===== config.mk =====
export PLATFORM = sky130hd
export DESIGN_NAME = rice_div
export DESIGN_NICKNAME = d
export VERILOG_FILES = /design/src/hdl/risc_instruction_execute_core_defines.svh /design/src/hdl/rice_pkg.sv /design/src/hdl/rice_div.sv
export SDC_FILE = /design/constraint.sdc
export NUM_CORES = 1
export LEC_CHECK = 0
export ABC_AREA = 1
export CAP_MARGIN = 20
export CORE_UTILIZATION = 35
export DETAILED_ROUTE_END_ITERATION = 10
export DONT_BUFFER_PORTS = 1
export PLACE_DENSITY_LB_ADDON = 0.2
export SYNTH_ARGS = -nofsm -noshare
export SYNTH_HDL_FRONTEND = slang
export SYNTH_SLANG_ARGS = --single-unit

===== constraint.sdc =====
create_clock -name i_clk -period 5 [get_ports i_clk]
set_input_delay 0.5 -clock i_clk [delete_from_list [all_inputs] [get_ports i_clk]]
set_output_delay 0.5 -clock i_clk [all_outputs]
set_load 0.01 [all_outputs]

===== src/hdl/risc_instruction_execute_core_defines.svh =====
// Assertion macros for the execute core.
// Used by the top level only; needs nothing else.
`ifndef RISC_INSTRUCTION_EXECUTE_CORE_DEFINES_SVH
`define RISC_INSTRUCTION_EXECUTE_CORE_DEFINES_SVH

// same-cycle implication
`define RICE_ASSERT_IMP(lbl, clk, rst_n, ante, cons, msg) \
    lbl: assert property (@(posedge clk) disable iff (!rst_n) (ante) |-> (cons)) \
        else $error(msg);

// next-cycle implication
`define RICE_ASSERT_NXT(lbl, clk, rst_n, ante, cons, msg) \
    lbl: assert property (@(posedge clk) disable iff (!rst_n) (ante) |=> (cons)) \
        else $error(msg);

`endif


===== src/hdl/rice_pkg.sv =====
// Shared types, opcodes and helpers for the execute core.
// No dependencies.
`timescale 1ns / 1ps
package rice_pkg;

    localparam int NUM_REGS     = 32;
    localparam int CTL_STATUS   = 0;
    localparam int CTL_ESTATUS  = 1;
    localparam int CTL_IENABLE  = 3;
    localparam int CTL_IPENDING = 4;
    localparam logic [4:0] REG_EA = 5'd29;
    localparam logic [4:0] REG_RA = 5'd31;
    localparam logic [31:0] VEC_RESET = 32'h0000_0020;
    localparam logic [0:0] CFG_START  = 1'b0;
    localparam logic [0:0] CFG_VECTOR = 1'b1;

    typedef enum logic [4:0] {
        ALU_ADD, ALU_SUB, ALU_AND, ALU_OR, ALU_XOR, ALU_NOR,
        ALU_SLL, ALU_SRL, ALU_SRA, ALU_ROL, ALU_ROR,
        ALU_LTS, ALU_LTU, ALU_GES, ALU_GEU, ALU_EQ, ALU_NE
    } t_alu_op;

    typedef struct packed {
        logic start;
        logic sgn;
    } t_div_ctl;

    localparam logic [2:0] KIND_BU = 3'd0;
    localparam logic [2:0] KIND_BS = 3'd1;
    localparam logic [2:0] KIND_HU = 3'd2;
    localparam logic [2:0] KIND_HS = 3'd3;
    localparam logic [2:0] KIND_W  = 3'd4;

    localparam logic [1:0] SIZE_B = 2'd0;
    localparam logic [1:0] SIZE_H = 2'd1;
    localparam logic [1:0] SIZE_W = 2'd2;

    // I/J-type opcodes
    localparam logic [5:0] OP_CALL = 6'h00, OP_JMPI = 6'h01, OP_RTYPE = 6'h3a;
    localparam logic [5:0] OP_LDBU = 6'h03, OP_LDBUIO = 6'h23;
    localparam logic [5:0] OP_LDB = 6'h07, OP_LDBIO = 6'h27;
    localparam logic [5:0] OP_LDHU = 6'h0b, OP_LDHUIO = 6'h2b;
    localparam logic [5:0] OP_LDH = 6'h0f, OP_LDHIO = 6'h2f;
    localparam logic [5:0] OP_LDW = 6'h17, OP_LDWIO = 6'h37;
    localparam logic [5:0] OP_STB = 6'h05, OP_STBIO = 6'h25;
    localparam logic [5:0] OP_STH = 6'h0d, OP_STHIO = 6'h2d;
    localparam logic [5:0] OP_STW = 6'h15, OP_STWIO = 6'h35;
    localparam logic [5:0] OP_ADDI = 6'h04, OP_BR = 6'h06, OP_CMPGEI = 6'h08;
    localparam logic [5:0] OP_ANDI = 6'h0c, OP_BGE = 6'h0e, OP_CMPLTI = 6'h10;
    localparam logic [5:0] OP_ORI = 6'h14, OP_BLT = 6'h16, OP_CMPNEI = 6'h18;
    localparam logic [5:0] OP_XORI = 6'h1c, OP_BNE = 6'h1e, OP_CMPEQI = 6'h20;
    localparam logic [5:0] OP_MULI = 6'h24, OP_BEQ = 6'h26, OP_CMPGEUI = 6'h28;
    localparam logic [5:0] OP_ANDHI = 6'h2c, OP_BGEU = 6'h2e, OP_CMPLTUI = 6'h30;
    localparam logic [5:0] OP_ORHI = 6'h34, OP_BLTU = 6'h36, OP_XORHI = 6'h3c;

    // R-type extended opcodes
    localparam logic [5:0] OPX_ERET = 6'h01, OPX_ROLI = 6'h02, OPX_ROL = 6'h03;
    localparam logic [5:0] OPX_RET = 6'h05, OPX_NOR = 6'h06, OPX_MULXUU = 6'h07;
    localparam logic [5:0] OPX_CMPGE = 6'h08, OPX_ROR = 6'h0b, OPX_JMP = 6'h0d;
    localparam logic [5:0] OPX_AND = 6'h0e, OPX_CMPLT = 6'h10, OPX_SLLI = 6'h12;
    localparam logic [5:0] OPX_SLL = 6'h13, OPX_OR = 6'h16, OPX_MULXSU = 6'h17;
    localparam logic [5:0] OPX_CMPNE = 6'h18, OPX_SRLI = 6'h1a, OPX_SRL = 6'h1b;
    localparam logic [5:0] OPX_NEXTPC = 6'h1c, OPX_CALLR = 6'h1d, OPX_XOR = 6'h1e;
    localparam logic [5:0] OPX_MULXSS = 6'h1f, OPX_CMPEQ = 6'h20, OPX_DIVU = 6'h24;
    localparam logic [5:0] OPX_DIV = 6'h25, OPX_RDCTL = 6'h26, OPX_MUL = 6'h27;
    localparam logic [5:0] OPX_CMPGEU = 6'h28, OPX_TRAP = 6'h2d, OPX_WRCTL = 6'h2e;
    localparam logic [5:0] OPX_CMPLTU = 6'h30, OPX_ADD = 6'h31, OPX_BREAK = 6'h34;
    localparam logic [5:0] OPX_SUB = 6'h39, OPX_SRAI = 6'h3a, OPX_SRA = 6'h3b;

    function automatic logic [31:0] load_ext(input logic [2:0] kind, input logic [31:0] d);
        logic [31:0] v;
        unique case (kind)
            KIND_BU: v = {24'b0, d[7:0]};
            KIND_BS: v = {{24{d[7]}}, d[7:0]};
            KIND_HU: v = {16'b0, d[15:0]};
            KIND_HS: v = {{16{d[15]}}, d[15:0]};
            default: v = d;
        endcase
        return v;
    endfunction

endpackage


===== src/hdl/rice_div.sv =====
// Radix-2 restoring divider, one quotient bit per cycle, signed or unsigned.
// Depends on rice_pkg.
`timescale 1ns / 1ps
module rice_div (
    input  logic               i_clk,
    input  logic               i_rst_n,
    input  rice_pkg::t_div_ctl i_ctl,
    input  logic [31:0]        i_dividend,
    input  logic [31:0]        i_divisor,
    output logic               o_done,
    output logic [31:0]        o_quot
);
    import rice_pkg::*;

    logic        r_busy, r_done, r_neg;
    logic [4:0]  r_cnt;
    logic [31:0] r_rem, r_quo, r_div;
    logic [32:0] sh, diff;

    assign sh   = {r_rem, r_quo[31]};
    assign diff = sh - {1'b0, r_div};

    always_ff @(posedge i_clk) begin
        if (!i_rst_n) begin
            r_busy <= 1'b0;
            r_done <= 1'b0;
        end else begin
            r_done <= 1'b0;
            if (i_ctl.start) begin
                r_busy <= 1'b1;
                r_cnt  <= '0;
                r_rem  <= '0;
                r_quo  <= (i_ctl.sgn && i_dividend[31]) ? -i_dividend : i_dividend;
                r_div  <= (i_ctl.sgn && i_divisor[31]) ? -i_divisor : i_divisor;
                r_neg  <= i_ctl.sgn && (i_dividend[31] ^ i_divisor[31]);
            end else if (r_busy) begin
                r_rem <= diff[32] ? sh[31:0] : diff[31:0];
                r_quo <= {r_quo[30:0], ~diff[32]};
                r_cnt <= r_cnt + 5'd1;
                if (r_cnt == 5'd31) begin
                    r_busy <= 1'b0;
                    r_done <= 1'b1;
                end
            end
        end
    end

    assign o_done = r_done;
    assign o_quot = r_neg ? -r_quo : r_quo;
endmodule


==> results.toml, run 1 <==
[yosys]
syn_area_per_cell_um2 = 6.83
yosysSeqAreaShare_pct = 32.3
synth_enable_flop_cells = 102
synth_cell_type_count = 45
netlist_instances = 1408
synth_area_um2 = 9610
ys_warn_count = 0
mappedNetlistNets = 1514
yosysTopAreaCell = "edfxtp_1"
async_reset_ff_share_pct = 0
synth.area.top_cells = "edfxtp_1 32%, nand2_1 16%, inv_1 9.4%"
synthTopCellsByCount = "412 x nand2_1, 241 x inv_1, 148 x nor2_1"
ys_ff_latch = 104
synth.top_cell.area_share_pct = 31.9
synth.most_common_cell = "nand2_1"
synth_flop_cell = "edfxtp_1"

[finish]
fin_nets = 1502
insertedDiodeCount = 0
area_delta_synth_final_pct = 5.57
nFillCells = 2863
drive_above_1_share_pct = 9.28

[status]
outcome = "complete, no violations"

[timing]
layout_min_cycle_time_ns = 3.03
hold_slack_ns = 0.238
maxSlewViolCount = 0
rsz0062_at_grt = "no"
setup_viol = 0
fmax_mhz = 330
finalHoldViolCount = 0
tightest_slew_ns = 1.02
maxSlewHeadroom_pct = 31.9
fin_skew_ns = 0.0130
post-route-period-util_pct = 60.7
timing.final.ws_setup_ns = 1.97
fin_tns_setup_ns = 0

[grt]
track_usage_pct = 19.2
grt_pass1_vias = 8419
grt_pass1_wl_um = 42300
grt_max_degree = 70
antenna_found_initial = 0
overflow = 0

[cts]
clock_sinks = 104
postCtsHoldBufs = 0
cts_tree = "done"
post_cts_buffers = 0
cts-root-buf = "clkbuf_16"
clock_path_buffers = 2
clock_latency_ns = 0.36
htreeDepth = 3
cts_buffers = 9
path_clk_slew_ns = 0.08
post_cts_resized = 0

[floorplanning]
initial_core_util_pct = 35.7
core_um2 = 27000
dieWidth_um = 168
die_h_um = 168
rows = 60
pin_count = 101
dieArea_um2 = 28100

[placed_design]
hpwl_um = 21100
place_ws_ns = 2.26
routabilityCongestion = 0.923
portBuffers = 0

[job]
maxCapViolCount = 0

[critical_path]
start_kind = "flop"
regToRegStartpoint = "r_quo[31]"
worstPathArrival_ns = 2.53
crit_required_ns = 4.50
crit_start = "r_quo[0]"
crit_type = "reg -> out"
cp_max_fo = 4
cp-end-kind = "primary output"

[pwr]
switching_power_uw = 1330
p_sw_share_pct = 41.4
clock_power_share_pct = 21.8
max-vdd-ir-drop_mv = 0.174
power_density_nw_per_um2 = 318
power_frac_comb_pct = 41.8
internal_power_uw = 1890
power_frac_seq_pct = 36.3
leakage_uw = 0.00496

[drt]
route.vias.total = 8308
drcViolationCount = 0
wl_per_cell_um = 15.1
viasPerCell = 4.77
wl_um = 26200
ant_nets = 0
drt-initial-drc-count = 409
dr.pass1.iters = 6

[min_path]
hold_start = "i_divisor[0]"
hp-class = "in -> reg"
[layer usage]
layer  up-vias  global-route usage, %  share of wire [%]
li1       4368                      -                  -
met1      3742                   22.2                 44
met2       161                   34.2                 48
met3        37                   4.63                5.5
met4         0                   6.90                2.6
met5         -                      0                  0
[cell usage in the layout (no fill, tap or decap), drive strengths merged, types with 10 or more instances in the layout]
cell / synthesis / layout
a21oi: 33 / 33
clkbuf: 13 / 10
edfxtp: 102 / 102
ha: 37 / 37
inv: 246 / 249
nand2: 457 / 457
nand3: 79 / 79
nand4: 22 / 22
nor2: 200 / 200
nor3: 16 / 16
o21ai: 65 / 65
xnor2: 17 / 17
xor2: 72 / 72
[per-stage QoR]
stage               util (%)  area (µm²)  std cells  power, µW
finish                  37.7       10100       1742       3220
global route            37.7       10100       1742       3460
CTS                     37.7       10100       1742       3250
detailed placement      36.6        9870       1726       2540
global placement        36.6        9870       1726       2530
floorplan                  -        9610       1408       2310
[state kept, by name, summed over array words and instances (netlist names)]
signal  flops
r_busy      1
r_quo      32
r_div      32
r_rem      32
r_neg       1
r_cnt       5
o_done      1
[power by group through the flow]
stage,Sequential (µW),Combinational [µW],Clock [µW]
after detailed placement,1190,1350,0
final,1170,1350,704
after global placement,1190,1350,0
after global routing,1180,1530,745
after floorplan,1170,1140,0
after CTS,1170,1360,717
[critical path: stages, from the launching register on]
cell and delay (ns):
edfxtp_1 0.52, inv_1 0.13, ha_1 0.23, nand3_1 0.12, nor2_1 0.16, nand2_1 0.12, nor2_1 0.16, nand3_1 0.12
o21ai_1 0.28, o21ai_0 0.16, nand2_1 0.08, nand2_1 0.10
[worst paths after layout]
path	end	slack [ns]	cells past startpoint
worst min-delay path	r_div[0]	0.24	0
worst max register to register	r_rem[25]	2.26	17
worst min register to register	o_done	0.53	2
worst max-delay path	o_quot[28]	1.97	11
[cells by family after synthesis]
group           count (synthesis)  synth area share [%]
buf+inv                       273                  11.7
compound gates                111                  6.30
simple gates                  793                  36.6
xor+xnor                       89                  8.11
flops                         104                  32.3
fa+ha+maj                      38                  5.02
[cell type report]
class / instances / area (µm²) / area share (%)
sequential: 104 / 3100 / 30.6
tap: 341 / 427 / 4.20
inverter: 247 / 927 / 9.14
multi-input combinational: 1031 / 5390 / 53.1
clock buffer: 10 / 229 / 2.26
clock inverter: 6 / 50.0 / 0.493
timing repair buffer: 3 / 22.5 / 0.222
Power figures use the tool's default switching activity.
==> inputs of run 2 (changes only) <==
- clock period: 5 -> 2.5 ns (I/O delays scaled with it)
==> run 2 against run 1 <==
  * Combinational power up 130%
  * Design area increased by 6.5%
  * Setup slack got worse by 1.9 ns
  * Critical path type unchanged
  * Highest routed layer unchanged
  * Non-clock buffer count up 42
  * Cell count grew 2.4%
  * Largest power group unchanged
==> results.toml, run 2 (synthesis results as in run 1) <==
[grt]
track_usage_pct = 19.6
antenna_found_initial = 0
overflow = 0
grt_max_degree = 63
grt_pass1_vias = 8386
grt_pass1_wl_um = 43200

[drt]
wl_um = 27300
wl_per_cell_um = 15.3
dr.pass1.iters = 5
drcViolationCount = 0
drt-initial-drc-count = 560
ant_nets = 0
viasPerCell = 4.81
route.vias.total = 8578

[critical_path]
crit_required_ns = 2.25
regToRegStartpoint = "r_rem[17]"
crit_start = "r_quo[1]"
start_kind = "flop"
cp-end-kind = "primary output"
r2r-end = "r_rem[3]"
worstPathArrival_ns = 2.18
r2r_cells = 14
regToRegSetupSlack_ns = 0.12
endpoint = "o_quot[13]"
cp_max_fo = 4
crit_type = "reg -> out"

[floorplanning]
initial_core_util_pct = 35.7
dieWidth_um = 168
core_um2 = 27000
rows = 60
die_h_um = 168
dieArea_um2 = 28100
pin_count = 101

[finish]
area_delta_synth_final_pct = 12.5
top_regs = "r_div (32), r_quo (32), r_rem (32)"
mostFrequentLayoutCells = "405 x nand2_1, 237 x inv_1, 138 x nor2_1"
stdcell_area_um2 = 10800
layout_commonest_cell = "nand2_1"
insertedDiodeCount = 0
drive_above_1_share_pct = 14.8
post-route-util_pct = 40.1
fin_nets = 1544
nFillCells = 2802

[timing]
layout_min_cycle_time_ns = 2.43
maxSlewViolCount = 0
tightest_slew_ns = 0.658
rsz0062_at_grt = "yes"
post-route-period-util_pct = 97.2
setup_viol = 0
finalHoldViolCount = 0
fmax_mhz = 411
fin_skew_ns = 0.0104
maxSlewHeadroom_pct = 56.1

[cts]
cts_buffers = 9
clock_path_buffers = 2
clock_sinks = 104
clock_latency_ns = 0.36
htreeDepth = 3
path_clk_slew_ns = 0.08
cts_tree = "done"
cts-root-buf = "clkbuf_16"

[pwr]
power_density_nw_per_um2 = 644
p_total_uw = 6960
max-vdd-ir-drop_mv = 0.315
leakage_uw = 0.00523

[min_path]
hp-class = "in -> reg"
hold_start = "i_ctl[1]"

[placed_design]
placed_cell_area_um2 = 10100
portBuffers = 0
hpwl_um = 21900
routabilityCongestion = 0.920

[status]
outcome = "complete, no violations"

[job]
maxCapViolCount = 0
==> run 2: changes by cell type in the layout (fill, tap and decap cells not counted), moves of 5 or more <==
cell     previous run  this run
nand2_1           411       405
xor2_1             72        67
ha_1               37        28
xor2_2              0         5
buf_4               3        35
nand2_2            39        44
nor2_1            148       138
ha_2                0         5
nor2_2             51        60
==> run 2: cell type report <==
cell class                      count  area (µm²)  area share (%)
Multi-Input combinational cell   1031        5620            51.9
Clock buffer                       11         233            2.15
Clock inverter                      5        63.8           0.590
Timing Repair Buffer               45         442            4.09
Inverter                          247         927            8.58
Tap cell                          341         427            3.95
Sequential cell                   104        3100            28.7
==> run 2: worst min path at each step <==
stage	end	slack, ns	cells past startpoint
global route	r_cnt[4]	0.07	1
finish	r_cnt[4]	0.08	1
floorplan	r_div[0]	0.35	0
detailed placement	r_div[0]	0.35	0
CTS	r_cnt[4]	0.06	1
global placement	r_div[0]	0.35	0
==> run 2: layer usage <==
metal / track usage (%) / up-vias / wire length (µm)
met2: 35.2 / 202 / 13500
met3: 4.82 / 30 / 1790
met4: 5.38 / 0 / 530
met1: 22.9 / 3886 / 11500
li1: - / 4460 / -
met5: 0 / - / 0
==> run 2: power by group <==
part | switching [µW] | internal (µW)
Clock | 681 | 788
Combinational | 1980 | 1170
Sequential | 141 | 2200
==> run 2: timing repair <==
action,in CTS,in global routing
endpoints found under the setup margin,9,47
pin swaps,4,8
resized for setup,15,42
endpoints found under the hold margin,1,0
gates cloned,0,3
hold buffers,1,0
buffers inserted,5,9
==> run 2: through the flow <==
step	TNS, ns	setup slack (ns)	cells	hold slack, ns
2_1_floorplan	0	0.223	1408	0.349
3_3_place_gp	0	0.0957	1750	0.350
3_5_place_dp	0	0.0418	1750	0.350
4_1_cts	0	0.00642	1772	0.0579
5_1_grt	-0.141	-0.0560	1784	0.0677
6_report	0	0.0695	1784	0.0756
==> run 2: critical path, cell delays in order (launching register included) <==
cell and delay, ns:
edfxtp_1 0.42, buf_4 0.17, nor3_4 0.18, nand2_2 0.10, nor3_4 0.17, buf_4 0.17
nand3_1 0.07, nand2_1 0.09, o21ai_0 0.11, xor2_1 0.33
